$ cat config.mk
export PLATFORM = sky130hd
export DESIGN_NAME = fpa_queue
export DESIGN_NICKNAME = d
export VERILOG_FILES = /design/src/rtl/fpa_pkg.sv /design/src/rtl/fpa_queue.sv
export SDC_FILE = /design/constraint.sdc
export NUM_CORES = 1
export LEC_CHECK = 0
export ABC_AREA = 1
export BUFFER_PORTS_ARGS = -buffer_cell sky130_fd_sc_hd__buf_4
export CAP_MARGIN = 20
export CORE_UTILIZATION = 47
export DETAILED_ROUTE_END_ITERATION = 7
export PLACE_DENSITY = 0.76
export SLEW_MARGIN = 20
export SYNTH_ARGS = -nofsm -noshare
export SYNTH_HDL_FRONTEND = slang
export SYNTH_SLANG_ARGS = --single-unit
$ cat constraint.sdc
create_clock -name clk -period 4.74 [get_ports clk]
set_input_delay 0.474 -clock clk [delete_from_list [all_inputs] [get_ports clk]]
set_output_delay 0.474 -clock clk [all_outputs]
set_load 0.1 [all_outputs]
$ cat src/rtl/fpa_pkg.sv
// ----------------------------------------------------------------------------
// fpa_pkg: shared types, codes and helpers for the fixed-point ALU
// Word layouts, function codes, command class and saturation helpers.
// ----------------------------------------------------------------------------
package fpa_pkg;

    localparam int FPA_FRAC_BITS_DEF = 8;
    // one quotient bit per back-end step, bits 32 down to 0
    localparam int FPA_DIV_STEPS     = 33;

    // function codes
    localparam logic [4:0] FN_ADD       = 5'd0;
    localparam logic [4:0] FN_SUB       = 5'd1;
    localparam logic [4:0] FN_MUL       = 5'd2;
    localparam logic [4:0] FN_DIV       = 5'd3;
    localparam logic [4:0] FN_MIN       = 5'd4;
    localparam logic [4:0] FN_MAX       = 5'd5;
    localparam logic [4:0] FN_LT        = 5'd6;
    localparam logic [4:0] FN_GT        = 5'd7;
    localparam logic [4:0] FN_LE        = 5'd8;
    localparam logic [4:0] FN_GE        = 5'd9;
    localparam logic [4:0] FN_EQ        = 5'd10;
    localparam logic [4:0] FN_NE        = 5'd11;
    localparam logic [4:0] FN_PRE_INC   = 5'd12;
    localparam logic [4:0] FN_POST_INC  = 5'd13;
    localparam logic [4:0] FN_PRE_DEC   = 5'd14;
    localparam logic [4:0] FN_POST_DEC  = 5'd15;
    localparam logic [4:0] FN_TO_INT    = 5'd16;
    localparam logic [4:0] FN_FROM_INT  = 5'd17;

    typedef struct packed {
        logic [4:0]         func;
        logic signed [31:0] operand_a;
        logic signed [31:0] operand_b;
    } fpa_in_t;

    typedef struct packed {
        logic signed [31:0] result;
        logic               truth;
        logic               overflow;
        logic               div_by_zero;
    } fpa_out_t;

    // how the back end treats a command
    typedef enum logic [1:0] {
        CLS_DIRECT,
        CLS_MUL,
        CLS_DIV
    } fpa_class_t;

    // command word passed from front end to back end
    typedef struct packed {
        fpa_class_t  cls;
        logic        neg;
        logic [31:0] mag_a;
        logic [31:0] mag_b;
        fpa_out_t    direct;
    } fpa_cmd_t;

    // magnitude of a two's complement word (-2^31 gives 2^31)
    function automatic logic [31:0] mag32(input logic [31:0] v);
        return v[31] ? (~v + 32'd1) : v;
    endfunction

    // saturate a 33-bit signed sum: {overflow, value}
    function automatic logic [32:0] sat33(input logic [32:0] s);
        if (s[32] != s[31])
            return {1'b1, s[32] ? 32'h8000_0000 : 32'h7FFF_FFFF};
        return {1'b0, s[31:0]};
    endfunction

    // build a value from sign and magnitude, saturating: {overflow, value}
    function automatic logic [32:0] sat_sm(input logic neg, input logic [63:0] m);
        if (neg) begin
            if (m > 64'h0000_0000_8000_0000)
                return {1'b1, 32'h8000_0000};
            return {1'b0, ~m[31:0] + 32'd1};
        end
        if (m > 64'h0000_0000_7FFF_FFFF)
            return {1'b1, 32'h7FFF_FFFF};
        return {1'b0, m[31:0]};
    endfunction

endpackage

$ cat src/rtl/fpa_queue.sv
// ----------------------------------------------------------------------------
// fpa_queue: two-word command queue
// Decouples the front end from the back-end pipeline.
// ----------------------------------------------------------------------------
module fpa_queue (
    input  logic              clk,
    input  logic              rst_n,
    input  logic              push,
    input  fpa_pkg::fpa_cmd_t push_cmd,
    input  logic              pop,
    output logic              full,
    output logic              valid,
    output fpa_pkg::fpa_cmd_t head
);
    import fpa_pkg::*;

    fpa_cmd_t    mem_reg [0:1];
    logic        wr_ptr_reg;
    logic        wr_ptr_next;
    logic        rd_ptr_reg;
    logic        rd_ptr_next;
    logic [1:0]  cnt_reg;
    logic [1:0]  cnt_next;
    logic        do_pop;

    assign full   = (cnt_reg == 2'd2);
    assign valid  = (cnt_reg != 2'd0);
    assign head   = mem_reg[rd_ptr_reg];
    assign do_pop = pop && valid;

    // pointer and count update
    always_comb
    begin
        wr_ptr_next = push ? ~wr_ptr_reg : wr_ptr_reg;
        rd_ptr_next = do_pop ? ~rd_ptr_reg : rd_ptr_reg;
        cnt_next    = cnt_reg + {1'b0, push} - {1'b0, do_pop};
    end

    always_ff @(posedge clk or negedge rst_n)
    begin
        if (!rst_n)
        begin
            wr_ptr_reg <= 1'b0;
            rd_ptr_reg <= 1'b0;
            cnt_reg    <= 2'd0;
        end
        else
        begin
            wr_ptr_reg <= wr_ptr_next;
            rd_ptr_reg <= rd_ptr_next;
            cnt_reg    <= cnt_next;
        end
    end

    // storage
    always_ff @(posedge clk)
    begin
        if (push)
            mem_reg[wr_ptr_reg] <= push_cmd;
    end

endmodule

==> impl_results.md <==
* Status: complete, no violations
* Core box area at between 15,000 and 20,000 µm²
* Max Fclk at around 360 MHz
* Max_cap viols at 0
* Simple-gate share of the synthesized area at 15.7%
* Initial antenna violation count at 1
* Overflow after GRT at 0
* Top cells by area, synth: edfxtp_1 80%, nand2_1 15%, buf_6 1.3%, dfrtp_1 1.3%, buf_2 0.78%
* Setup tns final at 0 ps
* Endpoint class of the critical path: output pin
* Sequential-to-total area share from yosys stat at about 81%
* #FFs+latches synth at roughly 210
* Most common cell after layout, fill and taps aside: nand2_1
* Fin cells at between 1,000 and 1,500
* Max reg flops at slightly above 200
* Post-cts repair resize count at 0
* Share of cells above drive strength 1 at a little under a third
* Io pins at 210
* WP buf/inv at 2
* WP depth at 4
* Min-Delay Path Depth at 1
* Drt total wl at 15,400 µm
* CP max FO at 103
* Number of diodes at 0
* Fin crit share at 58.6%
* Post-synth top area cell: edfxtp_1
* CP Data Required Time at approximately 4300 ps
* Chip width at about 130 µm
* Distinct cells, synth at 12
* Cell Chain, Critical Path: inv_4 > nand2_1 > nand2_1 > buf_4
* Most frequent cells in the layout: 316 x nand2_1, 214 x buf_4, 204 x edfxtp_1
* Slew HR at 31.4%
* Final hold violations at 0
* Max Slew Vio Count at 0
* Final min period at ~2800 ps
* Synth Area in XOR/XNOR at less than 1%
* # port buffers at approximately 210
* Crit-path slowest cell: inv_4
* GP Congestion at approximately 0.75
* Hold_ws at roughly 180 ps
* CTS tree: built
* Router iterations before antenna repair at 4
* Area added between synthesis and finish at 30.7%
* Cells after synthesis at between 500 and 600
* DRT iter0 DRCs at 320
* RSZ-0062 raised after global routing: false
* Post-DP HPWL at 9690 µm
* Worst EP arrival at approximately 2300 ps
* Routed Antenna Nets at 0
* Max Clock Skew at 6.22 ps
* Clk sinks at about 210
* Vias per cell at between 4 and 5
* Die height at roughly 130 µm
* First-pass GRT wire length at 23,200 µm
* Drt wl/cell at about 15 µm
* Synth warn at 0
* R2r worst-path depth at 3
* Cell family with most CP delay: buffers and inverters
* Cell count after placement at 970
* Synth Area in Compound Gates at 0%
* Setup bufs post-CTS at 0
* H-tree Lvls at 1
* Fillcell total at around 1,200
* DRC errors left at 0
* Number of buffers created by CTS at 21
* Vias in the first global route at between 4,000 and 5,000
* Hold Crit Class: input port to flop
* CP startpoint kind: flop
* Synth Cell Area at roughly 7700 µm²
* Clock buffer depth at 3
* Clk root buf: clkbuf_16
* Post-synth net total at roughly 670
* Main combinational cell family by area after synthesis: simple AND/OR/NAND/NOR gates
* Crit-path max cell delay at slightly above 700 ps
* Finished layout cell area at between 10,000 and 15,000 µm²
* Avg Cell Area, Syn at 13.6 µm²
* Hold-fix buffers, CTS at 1
* Final setup viols at 0
* Worst-Skew Late Latency at approximately 470 ps
* Row Count at 46
* Starting Density at 48.3%
* Pin count of the biggest net entering global routing at between 100 and 150
* Worst slew pin tran at ~1000 ps
* Area share of fa/ha/maj cells after synthesis at less than 1%
* Mux share of post-synthesis cell area at 0%
* Top cell type's share of synthesized area at between 70% and 80%
* Final nets at 888
* Placed cell area at approximately 9400 µm²
* Setup Crit Path Kind: flop to output pin
* Clk slew on worst S/H paths at around 60 ps
* Most frequent cell on the critical path: nand2_1
* Aggregate global-route resource usage at between 15 and 20%
* Die area at around 17,000 µm²
* DR vias at 4,843
-- through the flow --
| step | setup WS (ps) | util (%) |
|---|---|---|
| after floorplan | 1160 | - |
| after global placement | 2330 | 59.1 |
| after detailed placement | 2290 | 59.1 |
| after CTS | 1840 | 62.9 |
| after global routing | 1780 | 63.2 |
| final | 1960 | 63.2 |
-- worst paths after layout --
check                                   from              to  slack (ps)
worst max register to register    wr_ptr_reg  mem_reg[1][18]        2610
worst min-delay path            push_cmd[79]  mem_reg[0][79]         180
worst min register to register    cnt_reg[1]      cnt_reg[1]         560
min in group asynchronous              rst_n      cnt_reg[0]         330
max in group asynchronous              rst_n      rd_ptr_reg        4290
worst max-delay path              rd_ptr_reg        head[55]        1960
-- logic make-up (layout without fill, tap and decap cells) --
group,count (synthesis),after routing
buffers and inverters,32,263
xor gates and xnor gates,1,1
DFF,208,208
and+or+nand+nor,320,320
adders and majority gates,2,2
-- cells in the mapped netlist (all sizes together) --
| library cell | number |
|---|---|
| nand3 | 2 |
| ha | 2 |
| nor2 | 2 |
| buf | 23 |
| nand2 | 316 |
| inv | 9 |
| dfrtp | 4 |
| xor2 | 1 |
| edfxtp | 204 |
-- final cells by class --
type	count	area, µm²	share of cell area, %
clock buffers	28	552	5.50
clock inverters	9	35.0	0.349
inverters	9	38.8	0.387
multi-input cells	323	1240	12.4
flip-flops and latches	208	6230	62.1
well taps	216	270	2.69
repair buffers	217	1660	16.6
-- routing by layer --
metal | up-vias | track usage [%] | share of wire [%]
li1 | 2328 | - | -
met1 | 2304 | 21.0 | 39
met2 | 178 | 31.6 | 51
met3 | 31 | 5.13 | 7.8
met4 | 2 | 5.54 | 2.1
met5 | - | 0 | 0.10
-- worst register-to-register path, stage by stage (launching register included) --
cell	delay, ps
dfrtp_1	430
nand2_1	120
inv_4	640
buf_4	560
Power is not shown: default switching activity piles up to over one toggle a cycle in this logic, so the estimate is an artifact.
