==> config.mk <==
export PLATFORM = sky130hd
export DESIGN_NAME = fpa_front
export DESIGN_NICKNAME = d
export VERILOG_FILES = /design/src/rtl/fpa_pkg.sv /design/src/rtl/fpa_front.sv
export SDC_FILE = /design/constraint.sdc
export NUM_CORES = 1
export LEC_CHECK = 0
export BUFFER_PORTS_ARGS = -buffer_cell sky130_fd_sc_hd__buf_4
export CAP_MARGIN = 20
export CELL_PAD_IN_SITES_DETAIL_PLACEMENT = 1
export CELL_PAD_IN_SITES_GLOBAL_PLACEMENT = 2
export CORE_MARGIN = 1
export CORE_UTILIZATION = 33
export DETAILED_ROUTE_END_ITERATION = 8
export GPL_ROUTABILITY_DRIVEN = 0
export PLACE_DENSITY_LB_ADDON = 0.12
export SETUP_SLACK_MARGIN = 0.5
export SYNTH_ARGS = -nofsm -noshare
export SYNTH_HDL_FRONTEND = slang
export SYNTH_SLANG_ARGS = --single-unit
==> constraint.sdc <==
create_clock -name vclk -period 11.3
set_clock_uncertainty 0.15 [all_clocks]
set_input_delay 3.39 -clock vclk [all_inputs]
set_output_delay 3.39 -clock vclk [all_outputs]
set_load 0.01 [all_outputs]
==> src/rtl/fpa_pkg.sv <==
// ----------------------------------------------------------------------------
// fpa_pkg: shared types, codes and helpers for the fixed-point ALU
// Word layouts, function codes, command class and saturation helpers.
// ----------------------------------------------------------------------------
package fpa_pkg;

    localparam int FPA_FRAC_BITS_DEF = 8;
    // one quotient bit per back-end step, bits 32 down to 0
    localparam int FPA_DIV_STEPS     = 33;

    // function codes
    localparam logic [4:0] FN_ADD       = 5'd0;
    localparam logic [4:0] FN_SUB       = 5'd1;
    localparam logic [4:0] FN_MUL       = 5'd2;
    localparam logic [4:0] FN_DIV       = 5'd3;
    localparam logic [4:0] FN_MIN       = 5'd4;
    localparam logic [4:0] FN_MAX       = 5'd5;
    localparam logic [4:0] FN_LT        = 5'd6;
    localparam logic [4:0] FN_GT        = 5'd7;
    localparam logic [4:0] FN_LE        = 5'd8;
    localparam logic [4:0] FN_GE        = 5'd9;
    localparam logic [4:0] FN_EQ        = 5'd10;
    localparam logic [4:0] FN_NE        = 5'd11;
    localparam logic [4:0] FN_PRE_INC   = 5'd12;
    localparam logic [4:0] FN_POST_INC  = 5'd13;
    localparam logic [4:0] FN_PRE_DEC   = 5'd14;
    localparam logic [4:0] FN_POST_DEC  = 5'd15;
    localparam logic [4:0] FN_TO_INT    = 5'd16;
    localparam logic [4:0] FN_FROM_INT  = 5'd17;

    typedef struct packed {
        logic [4:0]         func;
        logic signed [31:0] operand_a;
        logic signed [31:0] operand_b;
    } fpa_in_t;

    typedef struct packed {
        logic signed [31:0] result;
        logic               truth;
        logic               overflow;
        logic               div_by_zero;
    } fpa_out_t;

    // how the back end treats a command
    typedef enum logic [1:0] {
        CLS_DIRECT,
        CLS_MUL,
        CLS_DIV
    } fpa_class_t;

    // command word passed from front end to back end
    typedef struct packed {
        fpa_class_t  cls;
        logic        neg;
        logic [31:0] mag_a;
        logic [31:0] mag_b;
        fpa_out_t    direct;
    } fpa_cmd_t;

    // magnitude of a two's complement word (-2^31 gives 2^31)
    function automatic logic [31:0] mag32(input logic [31:0] v);
        return v[31] ? (~v + 32'd1) : v;
    endfunction

    // saturate a 33-bit signed sum: {overflow, value}
    function automatic logic [32:0] sat33(input logic [32:0] s);
        if (s[32] != s[31])
            return {1'b1, s[32] ? 32'h8000_0000 : 32'h7FFF_FFFF};
        return {1'b0, s[31:0]};
    endfunction

    // build a value from sign and magnitude, saturating: {overflow, value}
    function automatic logic [32:0] sat_sm(input logic neg, input logic [63:0] m);
        if (neg) begin
            if (m > 64'h0000_0000_8000_0000)
                return {1'b1, 32'h8000_0000};
            return {1'b0, ~m[31:0] + 32'd1};
        end
        if (m > 64'h0000_0000_7FFF_FFFF)
            return {1'b1, 32'h7FFF_FFFF};
        return {1'b0, m[31:0]};
    endfunction

endpackage

==> src/rtl/fpa_front.sv <==
// ----------------------------------------------------------------------------
// fpa_front: command decode and classification
// Works out every operation directly but multiply and nonzero divide, and tags
// those two for the back end.
// ----------------------------------------------------------------------------
module fpa_front #(
    parameter int FRAC_BITS = fpa_pkg::FPA_FRAC_BITS_DEF
) (
    input  logic              start,
    input  fpa_pkg::fpa_in_t  op,
    input  logic              full,
    output logic              busy,
    output logic              push,
    output fpa_pkg::fpa_cmd_t cmd
);
    import fpa_pkg::*;

    logic signed [31:0] a;
    logic signed [31:0] b;
    logic [32:0]        sum_s;
    logic [32:0]        dif_s;
    logic [32:0]        inc_s;
    logic [32:0]        dec_s;
    logic               fi_ovf;
    logic [31:0]        fi_val;

    // handshake: take a word whenever the queue has room
    assign busy = full;
    assign push = start && !full;

    assign a = op.operand_a;
    assign b = op.operand_b;

    // 33-bit sums for saturation
    assign sum_s = {a[31], a} + {b[31], b};
    assign dif_s = {a[31], a} - {b[31], b};
    assign inc_s = {a[31], a} + 33'd1;
    assign dec_s = {a[31], a} - 33'd1;

    // from_int fits when the top FRAC_BITS+1 bits all match the sign
    assign fi_ovf = (a[31:31-FRAC_BITS] != {(FRAC_BITS+1){a[31]}});
    assign fi_val = fi_ovf ? (a[31] ? 32'h8000_0000 : 32'h7FFF_FFFF)
                           : {a[31-FRAC_BITS:0], {FRAC_BITS{1'b0}}};

    // decode
    always_comb
    begin
        cmd        = '0;
        cmd.cls    = CLS_DIRECT;
        cmd.neg    = a[31] ^ b[31];
        cmd.mag_a  = mag32(a);
        cmd.mag_b  = mag32(b);
        unique case (op.func)
            FN_ADD:      {cmd.direct.overflow, cmd.direct.result} = sat33(sum_s);
            FN_SUB:      {cmd.direct.overflow, cmd.direct.result} = sat33(dif_s);
            FN_MUL:      cmd.cls = CLS_MUL;
            FN_DIV:
            begin
                if (b == 32'sd0)
                    cmd.direct.div_by_zero = 1'b1;
                else
                    cmd.cls = CLS_DIV;
            end
            FN_MIN:      cmd.direct.result = (a <= b) ? a : b;
            FN_MAX:      cmd.direct.result = (a >= b) ? a : b;
            FN_LT:       cmd.direct.truth = (a < b);
            FN_GT:       cmd.direct.truth = (a > b);
            FN_LE:       cmd.direct.truth = (a <= b);
            FN_GE:       cmd.direct.truth = (a >= b);
            FN_EQ:       cmd.direct.truth = (a == b);
            FN_NE:       cmd.direct.truth = (a != b);
            FN_PRE_INC:  {cmd.direct.overflow, cmd.direct.result} = sat33(inc_s);
            FN_POST_INC: cmd.direct.result = a;
            FN_PRE_DEC:  {cmd.direct.overflow, cmd.direct.result} = sat33(dec_s);
            FN_POST_DEC: cmd.direct.result = a;
            FN_TO_INT:   cmd.direct.result = a >>> FRAC_BITS;
            FN_FROM_INT:
            begin
                cmd.direct.result   = fi_val;
                cmd.direct.overflow = fi_ovf;
            end
            default:     cmd.direct = '0;
        endcase
    end

endmodule

==> results.py, run 1 <==
metrics = {
    "synth": {
        "synthesis.area_mm2": 0.00858,
        "yosys_warnings": 0,
        "synth_cell_types": 80,
        "synth_top_area_share_pct": 14.0,
        "synth_cells": 1382,
        "yosys_top_cell_by_area": "sky130_fd_sc_hd__xnor2_1",
        "syn_nets": 1524,
        "synthesized_area_divided_by_synthesized_cell_count_um2": 6.21,
        "synth_top_cells_by_area": "sky130_fd_sc_hd__xnor2_1 (14%), sky130_fd_sc_hd__o21ai_0 (11%), sky130_fd_sc_hd__ha_1 (10%), sky130_fd_sc_hd__a21oi_1 (5.8%), sky130_fd_sc_hd__nand2_1 (5.3%)",
        "synth_seq_area_share_pct": 0,
    },
    "global_route": {
        "globalRouteOverflowTotal": 0,
        "grt_pass1_vias": 11100,
        "grt_max_degree": 53,
        "antenna_found_initial": 2,
        "track_usage_pct": 32.8,
        "grt_first_pass_wirelength_um": 67600,
    },
    "routing": {
        "drc_errors": 0,
        "drt-total-wl_um": 45100,
        "via_per_inst": 6.28,
        "drt-pass1-iter-count": 6,
        "first_iter_violations": 882,
        "num_vias": 11400,
        "drt_antenna_net_count": 0,
        "routedWlPerCell_um": 24.7,
    },
    "worst_hold_path": {
        "worst_min_delay_path_class": "input pin to output port",
        "min-delay-start": "full",
        "hold-path-endpoint": "busy",
        "worst_hold_path.num_cells": 2,
    },
    "die": {
        "die_h_um": 163,
        "die_outline_area_mm2": 0.0266,
        "number_of_cell_rows": 58,
        "core_mm2": 0.0253,
        "ioPinCount": 175,
        "floorplan.die.width_um": 163,
        "floorplan.initialDensity_pct": 33.9,
    },
    "pwr": {
        "power.ir.vdd_worst_mv": 0.0236,
        "power_leakage_uw": 0.00415,
        "p_per_area_mw_per_mm2": 53.4,
    },
    "timing": {
        "finalHoldViolations": 0,
        "fin_crit_sh_pct": 94.6,
        "totalNegativeSetupSlack_ps": 0,
        "post-route-worst-setup-slack_ps": 612,
        "rsz_0062_raised_after_global_routing": "true",
        "max_freq_mhz": 93.6,
        "timing.slew.headroom_pct": 40.9,
        "maxSlewViolCount": 0,
        "period_needed_ps": 10690,
        "setup_violations": 0,
        "tightestPinTransition_ps": 878,
    },
    "placed_design": {
        "dp.final_hpwl_um": 36100,
        "place_ws_ps": 441,
        "io_buffers": 175,
        "post_dp_cell_area_mm2": 0.0102,
    },
    "worst_setup_path": {
        "arrival_ps": 7150,
        "crit_fanout": 19,
        "worst-endpoint-required_ps": 7760,
        "start_kind": "input pin",
        "critical_path.endpoint_type": "output port",
        "critPathKind": "input pin to output port",
        "startpoint": "op[1]",
    },
    "layout": {
        "area_growth_syn_to_layout_pct": 19.8,
        "final.clkbuf_count": 0,
        "layout.filler_cells": 3367,
        "finish.net_count": 1636,
        "postLayoutCoreUtil_pct": 40.6,
        "area.sequential_um2": 0,
        "layout.sequential_cells": 0,
        "antenna_cells": 0,
        "final_layout_size_suffix_gt1_share_pct": 17.9,
        "design_area_mm2": 0.0103,
    },
    "status": {
        "status": "completed",
    },
    "job": {
        "drv_cap": 0,
    },
    "clocking": {
        "cts.hold.buffers_added": 0,
    },
}
## layer usage
metal	GRT usage [%]	share of wire, %
met5	0	0.029
met4	8.37	2.7
met3	3.56	6.7
met2	52.7	45
met1	46.1	46
## cells in the final DEF (no fill, tap or decap), types with 13 or more instances in the layout
master / netlist / routed
sky130_fd_sc_hd__nor2b_1: 17 / 16
sky130_fd_sc_hd__nand2b_1: 24 / 24
sky130_fd_sc_hd__nand4_1: 63 / 63
sky130_fd_sc_hd__a21oi_1: 99 / 98
sky130_fd_sc_hd__buf_4: 10 / 226
sky130_fd_sc_hd__or3_1: 20 / 20
sky130_fd_sc_hd__a211oi_1: 14 / 13
sky130_fd_sc_hd__a221oi_1: 21 / 21
sky130_fd_sc_hd__a22oi_1: 21 / 21
sky130_fd_sc_hd__nor2_1: 92 / 91
sky130_fd_sc_hd__nand2_1: 122 / 122
sky130_fd_sc_hd__inv_1: 66 / 65
sky130_fd_sc_hd__xor2_1: 26 / 26
sky130_fd_sc_hd__o31ai_1: 24 / 23
sky130_fd_sc_hd__nor4_1: 19 / 19
sky130_fd_sc_hd__nand3_1: 50 / 50
sky130_fd_sc_hd__nor3_1: 40 / 39
sky130_fd_sc_hd__xnor2_1: 137 / 135
sky130_fd_sc_hd__o21ai_0: 182 / 182
sky130_fd_sc_hd__ha_1: 69 / 67
## what timing repair did
action	CTS	global route
endpoints found under the setup margin	4	33
pin swaps	0	1
buffers inserted	0	0
gates resized for setup	4	9
## kinds of logic (layout without fill, tap and decap cells)
| kind of cell | count (synthesis) | after routing | synth area share (%) |
|---|---|---|---|
| AOI/OAI and AO/OA | 452 | 452 | 32.7 |
| buffers and inverters | 183 | 293 | 8.88 |
| xor gates and xnor gates | 163 | 163 | 16.6 |
| and+or+nand+nor | 510 | 510 | 30.8 |
| adders and majority gates | 71 | 71 | 10.5 |
| muxes | 3 | 3 | 0.423 |
## report_power, final
| group | internal [µW] | switching (µW) | total (µW) | leakage [µW] |
|---|---|---|---|---|
| Sequential | 0 | 0 | 0 | 0 |
| Combinational | 210 | 339 | 549 | 0.00415 |
| Clock | 0 | 0 | 0 | 0 |
## area by class of cell
cell class	instances	area, µm²	area share, %
Inverter	67	255	2.48
Multi-Input combinational cell	1199	7910	77.0
Tap cell	330	413	4.02
Timing Repair Buffer	226	1700	16.5
## through the flow
step | power (µW) | instances | hold WS (ps)
after floorplan | 310 | 1382 | 6680
after global placement | 533 | 1822 | 6820
after detailed placement | 533 | 1822 | 6820
after CTS | 538 | 1822 | 6820
after global routing | 585 | 1822 | 6830
final | 549 | 1822 | 6820
## worst max-delay path by stage
stage	endpoint	slack (ps)	cells after the start
global route	cmd[21]	500	14
floorplan	cmd[33]	1540	16
detailed placement	cmd[21]	440	15
CTS	cmd[21]	510	14
global placement	cmd[3]	520	15
finish	cmd[21]	610	15
## cells in the mapped netlist (17+ instances only)
| cell | instances |
|---|---|
| sky130_fd_sc_hd__o21ai_0 | 182 |
| sky130_fd_sc_hd__xnor2_1 | 137 |
| sky130_fd_sc_hd__nand2_1 | 122 |
| sky130_fd_sc_hd__a21oi_1 | 99 |
| sky130_fd_sc_hd__nor2_1 | 92 |
| sky130_fd_sc_hd__clkbuf_1 | 71 |
| sky130_fd_sc_hd__ha_1 | 69 |
| sky130_fd_sc_hd__inv_1 | 66 |
| sky130_fd_sc_hd__nand4_1 | 63 |
| sky130_fd_sc_hd__nand3_1 | 50 |
| sky130_fd_sc_hd__nor3_1 | 40 |
| sky130_fd_sc_hd__buf_2 | 28 |
| sky130_fd_sc_hd__xor2_1 | 26 |
| sky130_fd_sc_hd__nand2b_1 | 24 |
| sky130_fd_sc_hd__o31ai_1 | 24 |
| sky130_fd_sc_hd__a221oi_1 | 21 |
| sky130_fd_sc_hd__a22oi_1 | 21 |
| sky130_fd_sc_hd__or3_1 | 20 |
| sky130_fd_sc_hd__nor4_1 | 19 |
| sky130_fd_sc_hd__nor2b_1 | 17 |
## worst max-delay path: stages
cell and delay [ps]:
sky130_fd_sc_hd__buf_4 130, sky130_fd_sc_hd__clkinvlp_4 170, sky130_fd_sc_hd__ha_1 380, sky130_fd_sc_hd__nor2b_1 160, sky130_fd_sc_hd__o31a_1 300, sky130_fd_sc_hd__o31a_1 290
sky130_fd_sc_hd__o21a_1 260, sky130_fd_sc_hd__o41ai_4 340, sky130_fd_sc_hd__a31oi_2 190, sky130_fd_sc_hd__mux2_4 360, sky130_fd_sc_hd__nor2b_2 180, sky130_fd_sc_hd__buf_4 210
sky130_fd_sc_hd__a211oi_1 340, sky130_fd_sc_hd__nand4_1 240, sky130_fd_sc_hd__buf_4 210
Note: power is estimated with default switching activity, not from simulation.
==> inputs of run 2 (changes only) <==
==> constraint.sdc (replaced) <==
create_clock -name vclk -period 11.3
set_clock_uncertainty 0.15 [all_clocks]
set_input_delay 0.565 -clock vclk [all_inputs]
set_output_delay 0.565 -clock vclk [all_outputs]
set_load 0.01 [all_outputs]
==> run 2 against run 1 <==
Net effect: cell count down 2.0%; combinational power down 4.2%; die area unchanged; power down 4.2%; largest power group unchanged; critical path type unchanged; critical endpoint is now cmd[14]; sequential share of layout area unchanged; non-clock buffer count down 38.
==> results.py, run 2 (same netlist as run 1, synthesis figures left out) <==
metrics = {
    "status": {
        "status": "completed",
    },
    "timing": {
        "finalHoldWorstSlack_ps": 1170,
        "setup_violations": 0,
        "tightestPinTransition_ps": 872,
        "post-route-worst-setup-slack_ps": 5210,
        "timing.slew.headroom_pct": 41.3,
        "totalNegativeSetupSlack_ps": 0,
        "rsz_0062_raised_after_global_routing": "false",
        "max_freq_mhz": 164,
        "fin_crit_sh_pct": 53.9,
        "finalHoldViolations": 0,
        "period_needed_ps": 6090,
        "maxSlewViolCount": 0,
    },
    "clocking": {
        "cts.hold.buffers_added": 0,
        "postCtsResizedCells": 0,
        "post_cts.repair.setup_buffers": 0,
    },
    "routing": {
        "first_iter_violations": 893,
        "drt-pass1-iter-count": 5,
        "drc_errors": 0,
        "drt_antenna_net_count": 0,
        "via_per_inst": 6.24,
        "routedWlPerCell_um": 24.6,
        "drt-total-wl_um": 43900,
        "num_vias": 11100,
    },
    "worst_setup_path": {
        "start_kind": "input pin",
        "critical-path-slowest-cell": "sky130_fd_sc_hd__ha_1",
        "library_cell_appearing_most_often_on_the_critical_path": "sky130_fd_sc_hd__buf_4",
        "crit_path_cell_trace": "buf_4, inv_1, ha_1, inv_1, nor2_1, nor4bb_1, o41ai_2, a31oi_1, mux2_4, nor2b_2, buf_4, a2111oi_0, nand4_1, buf_4",
        "worst-endpoint-required_ps": 10590,
        "critPathKind": "input pin to output port",
        "critical_path.endpoint_type": "output port",
        "arrival_ps": 5380,
        "crit_fanout": 34,
        "crit_path_max_incr_delay_ps": 660,
    },
    "layout": {
        "layout.filler_cells": 3366,
        "layout_commonest_cell": "sky130_fd_sc_hd__buf_4",
        "design_area_mm2": 0.00992,
        "finish.net_count": 1598,
        "area.sequential_um2": 0,
        "multi_input_area_mm2": 0.00785,
        "final_layout_size_suffix_gt1_share_pct": 15.1,
        "final_cells": 1785,
        "layout.sequential_cells": 0,
        "most_frequent_cells_in_the_layout": "sky130_fd_sc_hd__buf_4 (188), sky130_fd_sc_hd__o21ai_0 (182), sky130_fd_sc_hd__xnor2_1 (135)",
        "final.clkbuf_count": 0,
        "area_growth_syn_to_layout_pct": 15.7,
    },
    "global_route": {
        "grt_max_degree": 53,
        "antenna_found_initial": 1,
        "track_usage_pct": 32.1,
        "globalRouteOverflowTotal": 0,
        "grt_first_pass_wirelength_um": 66400,
        "grt_pass1_vias": 10900,
    },
    "placed_design": {
        "io_buffers": 175,
        "post_dp_cell_area_mm2": 0.00992,
        "place.detailed.instances": 1784,
        "place_ws_ps": 5220,
        "dp.final_hpwl_um": 34800,
    },
    "die": {
        "ioPinCount": 175,
        "core_mm2": 0.0253,
        "floorplan.die.width_um": 163,
        "number_of_cell_rows": 58,
        "die_outline_area_mm2": 0.0266,
        "floorplan.initialDensity_pct": 33.9,
        "die_h_um": 163,
    },
    "pwr": {
        "power.ir.vdd_worst_mv": 0.0273,
        "p_per_area_mw_per_mm2": 53.0,
        "power_leakage_uw": 0.00395,
    },
    "worst_hold_path": {
        "worst_min_delay_path_class": "input pin to output port",
    },
    "job": {
        "drv_cap": 0,
    },
}
==> run 2: changes by cell type in the layout (fill, tap and decap cells not counted), sizes merged <==
cell / before / now
buf: 226 / 188
diode: 0 / 1
clkinvlp: 1 / 0
inv: 65 / 66
==> run 2: layout make-up <==
cell class | count | share of cell area, %
antenna | 1 | 0.0252
inverter | 67 | 2.53
multi-input combinational | 1199 | 79.1
tap | 330 | 4.16
timing repair buffer | 188 | 14.2
==> run 2: where the power goes <==
| part | internal (µW) | switching, µW |
|---|---|---|
| clock network | 0.0000169 | 0 |
| registers | 0 | 0 |
| logic | 195 | 331 |
| total | 195 | 331 |
==> run 2: per-layer routing <==
metal  wire length, µm  up-vias  GRT usage [%]  part of all wire (%)
li1                  -     5184              -                     -
met1             20400     5527           46.1                    46
met5                 0        -              0                     0
met2             19900      376           51.3                    45
met3              2650       57           2.72                   6.0
met4               999        0           6.75                   2.3
==> run 2: path summary, 6_finish.rpt <==
check | startpoint | to | depth (start not counted)
setup / recovery | op[31] | cmd[14] | 14
hold / removal | full | busy | 2
==> run 2: metrics by stage <==
step,util (%),power (µW)
2_1_floorplan,-,310
3_3_place_gp,39.2,515
3_5_place_dp,39.2,514
4_1_cts,39.2,517
5_1_grt,39.2,561
6_report,39.2,526
==> run 2: worst max-delay path: cells and delay by family <==
family	cells	cell delay (ps)
and+or+nand+nor	4	1110
buffers and inverters	5	1260
muxes	1	390
AOI/OAI and AO/OA	3	1370
adders and majority gates	1	660
